$ cat config.mk
export PLATFORM = sky130hd
export DESIGN_NAME = msrt_front
export DESIGN_NICKNAME = d
export VERILOG_FILES = /design/src/rtl/msrt_pkg.sv /design/src/rtl/msrt_front.sv
export SDC_FILE = /design/constraint.sdc
export NUM_CORES = 1
export LEC_CHECK = 0
export BUFFER_PORTS_ARGS = -buffer_cell sky130_fd_sc_hd__buf_2
export CORE_MARGIN = 5
export CORE_UTILIZATION = 49
export CTS_BUF_LIST = sky130_fd_sc_hd__clkbuf_8
export DETAILED_ROUTE_END_ITERATION = 10
export MAX_ROUTING_LAYER = met4
export PLACE_DENSITY = 0.78
export REMOVE_ABC_BUFFERS = 1
export SYNTH_ARGS = -nofsm -noshare
export SYNTH_HDL_FRONTEND = slang
export SYNTH_SLANG_ARGS = --single-unit
$ cat constraint.sdc
create_clock -name clk -period 4.66 [get_ports clk]
set_clock_uncertainty 0.2 [all_clocks]
set_input_delay 0.466 -clock clk [delete_from_list [all_inputs] [get_ports clk]]
set_output_delay 0.466 -clock clk [all_outputs]
set_load 0.005 [all_outputs]
$ cat src/rtl/msrt_pkg.sv
// ----------------------------------------------------------------------------
// msrt_pkg
// Shared types and codes for the message rate statistics table.
// ----------------------------------------------------------------------------
package msrt_pkg;

  // result status codes
  typedef enum logic [2:0] {
    ST_UPDATED = 3'd0,
    ST_NEW     = 3'd1,
    ST_FULL    = 3'd2,
    ST_READ    = 3'd3,
    ST_EMPTY   = 3'd4
  } status_t;

  // kind of an incoming transaction
  typedef enum logic {
    CMD_ARRIVAL = 1'b0,
    CMD_READ    = 1'b1
  } cmd_kind_t;

  // classified transaction passed from front to back
  typedef struct packed {
    cmd_kind_t   kind;
    logic [15:0] msg_type;
    logic [63:0] timestamp_us;
    logic [6:0]  entry_index;
  } cmd_t;

  // one table entry as stored in memory
  typedef struct packed {
    logic [15:0] key;
    logic [31:0] count;
    logic [63:0] last_time;
    logic [31:0] avg;
    logic [31:0] max;
    logic [31:0] min;
  } entry_t;

  // one result transaction
  typedef struct packed {
    status_t     status;
    logic [15:0] entry_key;
    logic [31:0] arrival_count;
    logic [31:0] avg_period;
    logic [31:0] max_period;
    logic [31:0] min_period;
  } result_t;

  // back-end sequencer states
  typedef enum logic [3:0] {
    S_IDLE,
    S_RDWAIT,
    S_SCAN,
    S_MISS,
    S_MUL,
    S_DIVGO,
    S_DIV,
    S_WB,
    S_OUT
  } eng_state_t;

endpackage

$ cat src/rtl/msrt_front.sv
// ----------------------------------------------------------------------------
// msrt_front
// Input side: accepts transactions, classifies them, two-entry queue.
// ----------------------------------------------------------------------------
module msrt_front
  import msrt_pkg::*;
(
  input  logic        clk,
  input  logic        rst_n,
  input  logic        in_push,
  output logic        in_full,
  input  logic        in_op,
  input  logic [15:0] in_msg_type,
  input  logic [63:0] in_timestamp_us,
  input  logic [6:0]  in_entry_index,
  output logic        q_valid,
  output cmd_t        q_cmd,
  input  logic        q_pop
);

  cmd_t       slot_r [2];
  logic       wptr_r, wptr_nxt;
  logic       rptr_r, rptr_nxt;
  logic [1:0] cnt_r, cnt_nxt;
  logic       push_ok;
  logic       pop_ok;
  cmd_t       cmd_in;

  // classify the incoming transaction
  always_comb begin
    cmd_in.kind         = in_op ? CMD_READ : CMD_ARRIVAL;
    cmd_in.msg_type     = in_msg_type;
    cmd_in.timestamp_us = in_timestamp_us;
    cmd_in.entry_index  = in_entry_index;
  end

  assign in_full = (cnt_r == 2'd2);
  assign q_valid = (cnt_r != 2'd0);
  assign q_cmd   = slot_r[rptr_r];
  assign push_ok = in_push && !in_full;
  assign pop_ok  = q_pop && q_valid;

  // pointer and count update
  always_comb begin
    wptr_nxt = push_ok ? ~wptr_r : wptr_r;
    rptr_nxt = pop_ok ? ~rptr_r : rptr_r;
    cnt_nxt  = cnt_r + {1'b0, push_ok} - {1'b0, pop_ok};
  end

  always_ff @(posedge clk) begin
    if (!rst_n) begin
      wptr_r <= 1'b0;
      rptr_r <= 1'b0;
      cnt_r  <= 2'd0;
    end else begin
      wptr_r <= wptr_nxt;
      rptr_r <= rptr_nxt;
      cnt_r  <= cnt_nxt;
    end
  end

  // queue storage
  always_ff @(posedge clk) begin
    if (push_ok) begin
      slot_r[wptr_r] <= cmd_in;
    end
  end

endmodule

; After elaboration in Yosys (flattened, before gate mapping)
; Memory sizes are Yosys's and may differ from the RTL's. A register that Yosys moved wholly into a read port is not among the register bits.
; Cells that the tools add are included.
[classes]
n_reduce_logical = 4
n_mux = 5
addsub = 2
bitwise_logic = 2
eq_ne = 1
[ops]
columns = operator, count
row1 = 1-bit two-way mux, 5
row2 = 2-bit by 1-bit adder with 2-bit output, 1
row3 = 2-bit equality test (second input constant), 1
row4 = 1-bit logical AND, 2
row5 = 1-bit inverter, 2
row6 = 2-bit nonzero test, 1
row7 = 2-bit by 1-bit subtractor with 2-bit output, 1
row8 = 1-bit logical NOT, 1
[word_totals]
mem_count = 1
mem_bits_rw = 176
in_bits = 92
word_cells = 18
regBits = 4
output_inout_bits = 90
[memory_table]
columns = memory, words, word_bits, read_ports, rd_ports_with_merged_regs, write_ports, line_no
row1 = slot_r, 2, 88, 1, 1, 1, msrt_front.sv:21  ; cmd_t slot_r [2];

; Longest topological paths before layout
[logic_depth]
word_depth = 5
depth_mapped = 8
ltp_nobuf = 8

; Worst setup path after synthesis
; Ideal clock, no wire load.
[synth_timing]
kind = reg2reg
start = register cnt_r[0]
end = memory slot_r[0][0] (netlist bit) (enable)
period_less_slack_ps = 4982
n_path_buf = 0
required_time_ps = 3925
path_stages_with_launch = 4
setup_ps = 535
path_slack_ps = -322
arrival_time_ps = 4247
path_cell_list = dfxtp_1 -> nand2b_1 -> nand2_1 -> nor2_1
[synth_via]
elab_chain_cells = 5
[synth_rtl]
columns = element, line_no
row1 = start: declaration, msrt_front.sv:24  ; logic [1:0] cnt_r, cnt_nxt;
row2 = start signal: assignment, msrt_front.sv:58  ; cnt_r <= cnt_nxt;
row3 = 2-bit equality test, msrt_front.sv:37  ; assign in_full = (cnt_r == 2'd2);
row4 = 1-bit logical NOT, msrt_front.sv:40  ; assign push_ok = in_push && !in_full;
row5 = 1-bit logical AND, msrt_front.sv:40
row6 = 1-bit two-way mux, msrt_front.sv:64  ; if (push_ok) begin
row7 = 1-bit two-way mux (implied by the code), msrt_front.sv:65  ; slot_r[wptr_r] <= cmd_in;
row8 = end: declaration, msrt_front.sv:21
; No other way between the ends.

==> impl_metrics.prom <==
# TYPE chip_impl_metric gauge
chip_impl_info{name="worst_setup_path_start_kind",value="register"} 1
chip_impl_metric{name="cts_buffer_depth",unit=""} 2
chip_impl_metric{name="die_width",unit="um"} 127
chip_impl_metric{name="drt-wirelength-per-cell",unit="um"} 17.0
chip_impl_metric{name="synth_sequential_area_ratio",unit="%"} 80.9
chip_impl_info{name="clock-root-buffer",value="clkbuf_8"} 1
chip_impl_info{name="holdCritPathClass",value="input port to register"} 1
chip_impl_metric{name="io-pin-count",unit=""} 182
chip_impl_metric{name="antenna_violating_nets_post_route",unit=""} 0
chip_impl_metric{name="largest_net_degree_at_the_start_of_global_routing",unit=""} 58
chip_impl_metric{name="hpwlAfterDp",unit="um"} 8050
chip_impl_metric{name="portBuffers",unit=""} 181
chip_impl_metric{name="cts_inserted_buffers",unit=""} 17
chip_impl_metric{name="area_growth",unit="%"} 36.0
chip_impl_metric{name="yosys_warnings",unit=""} 0
chip_impl_info{name="maxUsedRoutingLayer",value="met4"} 1
chip_impl_metric{name="hold_ws",unit="ns"} 0.0833
chip_impl_metric{name="totalWireLength",unit="um"} 13100
chip_impl_metric{name="maxCapViolations",unit=""} 0
chip_impl_metric{name="clk-insertion-delay-late",unit="ns"} 0.45
chip_impl_metric{name="grt_pass1_vias",unit=""} 3980
chip_impl_info{name="mostFrequentLayoutCells",value="buf_2, edfxtp_1, dlygate4sd3_1"} 1
chip_impl_metric{name="numClockSinks",unit=""} 181
chip_impl_info{name="most_frequent_standard_cell_in_the_layout_excluding_fill_and_tap_cells",value="buf_2"} 1
chip_impl_metric{name="initial_core_util",unit="%"} 50.1
chip_impl_info{name="end_kind",value="output pin"} 1
chip_impl_metric{name="yosysUniqueCellTypes",unit=""} 18
chip_impl_metric{name="worst_setup_hold_path_clk_slew",unit="ns"} 0.09
chip_impl_info{name="unrepaired_setup_endpoints_after_global_routing",value="no"} 1
chip_impl_metric{name="final_max_tran_viols",unit=""} 0
chip_impl_metric{name="finalHoldViolations",unit=""} 0
chip_impl_metric{name="design.die.area",unit="um^2"} 16000
chip_impl_metric{name="worst_pin_slew",unit="ns"} 1.02
chip_impl_metric{name="detail_route.drc_violations",unit=""} 0
chip_impl_metric{name="netlist_area",unit="um^2"} 6660
chip_impl_metric{name="first_pass_iters",unit=""} 4
chip_impl_metric{name="ir_worst_vdd",unit="mV"} 0.291
chip_impl_metric{name="max_clock_freq",unit="GHz"} 0.357
chip_impl_metric{name="cts_resized",unit=""} 0
chip_impl_info{name="result_of_the_run",value="finished, final reports clean"} 1
chip_impl_metric{name="powerDensity",unit="nW/um^2"} 463
chip_impl_metric{name="grt_util_all_layers",unit="%"} 17.2
chip_impl_metric{name="post-route-period-util",unit="%"} 60.1
chip_impl_metric{name="ys_seq_elements",unit=""} 181
chip_impl_metric{name="viasPerCell",unit=""} 4.77
chip_impl_metric{name="htree_levels",unit=""} 4
chip_impl_metric{name="grt_antenna_before_repair",unit=""} 0
chip_impl_metric{name="dr_wl_met2",unit="um"} 6870
chip_impl_metric{name="worst-path-max-fanout",unit=""} 31
chip_impl_metric{name="global_route.overflow_total",unit=""} 0
chip_impl_metric{name="num-nets-final",unit=""} 676
chip_impl_metric{name="grt_pass1_wl",unit="um"} 20500
chip_impl_metric{name="min_period",unit="ns"} 2.80
chip_impl_metric{name="timing.critical_path.required",unit="ns"} 3.99
chip_impl_metric{name="totalNegativeSetupSlack",unit="ns"} 0
chip_impl_metric{name="n_antenna_cell",unit=""} 0
chip_impl_metric{name="layout-drive-gt1-share",unit="%"} 50.8
chip_impl_metric{name="number_of_vias_in_the_routed_layout",unit=""} 3674
chip_impl_metric{name="power.static_leakage",unit="nW"} 3.49
chip_impl_metric{name="core_region_area",unit="um^2"} 13300
chip_impl_info{name="cts_tree",value="done"} 1
chip_impl_metric{name="post_synth_inst_count",unit=""} 300
chip_impl_metric{name="met3_length",unit="um"} 750
chip_impl_metric{name="number_of_rows_created_at_floorplan",unit=""} 42
chip_impl_metric{name="timing.max_slew.rel_slack",unit="%"} 31.9
chip_impl_metric{name="m1WireLength",unit="um"} 5330
chip_impl_metric{name="dieHeight",unit="um"} 127
chip_impl_metric{name="arrival_time_reported_for_the_critical_path_endpoint",unit="ns"} 2.13
chip_impl_metric{name="setup-violations-final",unit=""} 0
chip_impl_metric{name="post_synth.cell_area_avg",unit="um^2"} 22.2
chip_impl_metric{name="drt_iter0_drc",unit=""} 156
chip_impl_metric{name="gp_routability_congestion",unit=""} 0.715
chip_impl_info{name="critical_path_class",value="register to output pin"} 1
metal layers:
layer	track usage, %	vias to the layer above
li1	-	1741
met1	20.0	1789
met2	28.9	131
met3	4.79	13
met4	6.06	0
met5	-	-
per-stage QoR:
stage / area [um^2] / setup slack [ns] / total power, mW / cells / util [%]
3_5_place_dp: 7770 / 2.18 / 3.12 / 651 / 58.4
5_1_grt: 9060 / 1.72 / 4.40 / 771 / 68.1
4_1_cts: 9060 / 1.78 / 4.24 / 771 / 68.1
2_1_floorplan: 6590 / -0.322 / 2.74 / 290 / -
3_3_place_gp: 7770 / 2.22 / 3.08 / 651 / 58.4
6_report: 9060 / 1.86 / 4.20 / 771 / 68.1
path summary, 6_finish.rpt:
| path | to | depth (start not counted) | start | slack, ns |
|---|---|---|---|---|
| worst max-delay path | q_cmd[26] | 3 | register | 1.86 |
| worst min-delay path | cnt_r[0] | 2 | rst_n | 0.08 |
| worst max register to register | slot_r[0][51] | 4 | cnt_r[0] | 2.19 |
| worst min register to register | register | 2 | rptr_r | 0.35 |
registers in the layout, summed over array words and instances, names as in the netlist, named ones only:
signal	flops
cnt_r	2
rptr_r	1
slot_r	176
wptr_r	1
worst max-delay path, stage by stage (launching register included):
cell and delay (ns):
dfxtp_4 0.66, buf_4 0.48, mux2_2 0.41, buf_2 0.14
synth_stat cells:
cell | count | area share, %
edfxtp_1 | 176 | 79
mux2_2 | 68 | 11
mux2_4 | 20 | 4.5
buf_2 | 6 | 0.45
dfxtp_1 | 5 | 1.5
buf_6 | 4 | 0.68
nor2_1 | 4 | 0.23
inv_1 | 3 | 0.17
ha_1 | 2 | 0.38
nand2_1 | 2 | 0.11
nand2b_1 | 2 | 0.19
xnor2_1 | 2 | 0.26
and2_1 | 1 | 0.094
and3_1 | 1 | 0.094
mux2i_1 | 1 | 0.15
o21a_1 | 1 | 0.11
or2_2 | 1 | 0.094
xor2_1 | 1 | 0.13
power by group:
group	internal (mW)	switching (mW)	leakage, nW	total (mW)
logic	0.543	0.452	1.58	0.995
registers	2.04	0.0923	1.69	2.14
clock network	0.569	0.496	0.217	1.07
total	3.16	1.04	3.49	4.20
kinds of logic (layout without fill, tap and decap cells):
group                      count (synthesis)  after routing  share of synthesized area [%]
AOI/OAI and AO/OA                          1              1                          0.113
xor gates and xnor gates                   3              3                          0.395
adders and majority gates                  2              2                          0.376
buffers and inverters                     13            308                           1.30
DFF                                      181            181                           80.9
muxes                                     89             89                           16.2
and+or+nand+nor                           11             11                          0.808
final cells by class:
cell class              instances  area, um^2
repair buffers                273        1830
multi-input cells             106        1200
clock inverters                15         173
well taps                     176         220
fillers                       868        4240
clock buffers                  17         234
flip-flops and latches        181        5390
inverters                       3        11.3
repair_timing:
item	4_1_cts	5_1_grt
hold buffers	88	0
setup buffers	0	0
endpoints found under the hold margin	176	0
endpoints found under the setup margin	0	0
Note: power is estimated with default switching activity, not from simulation.
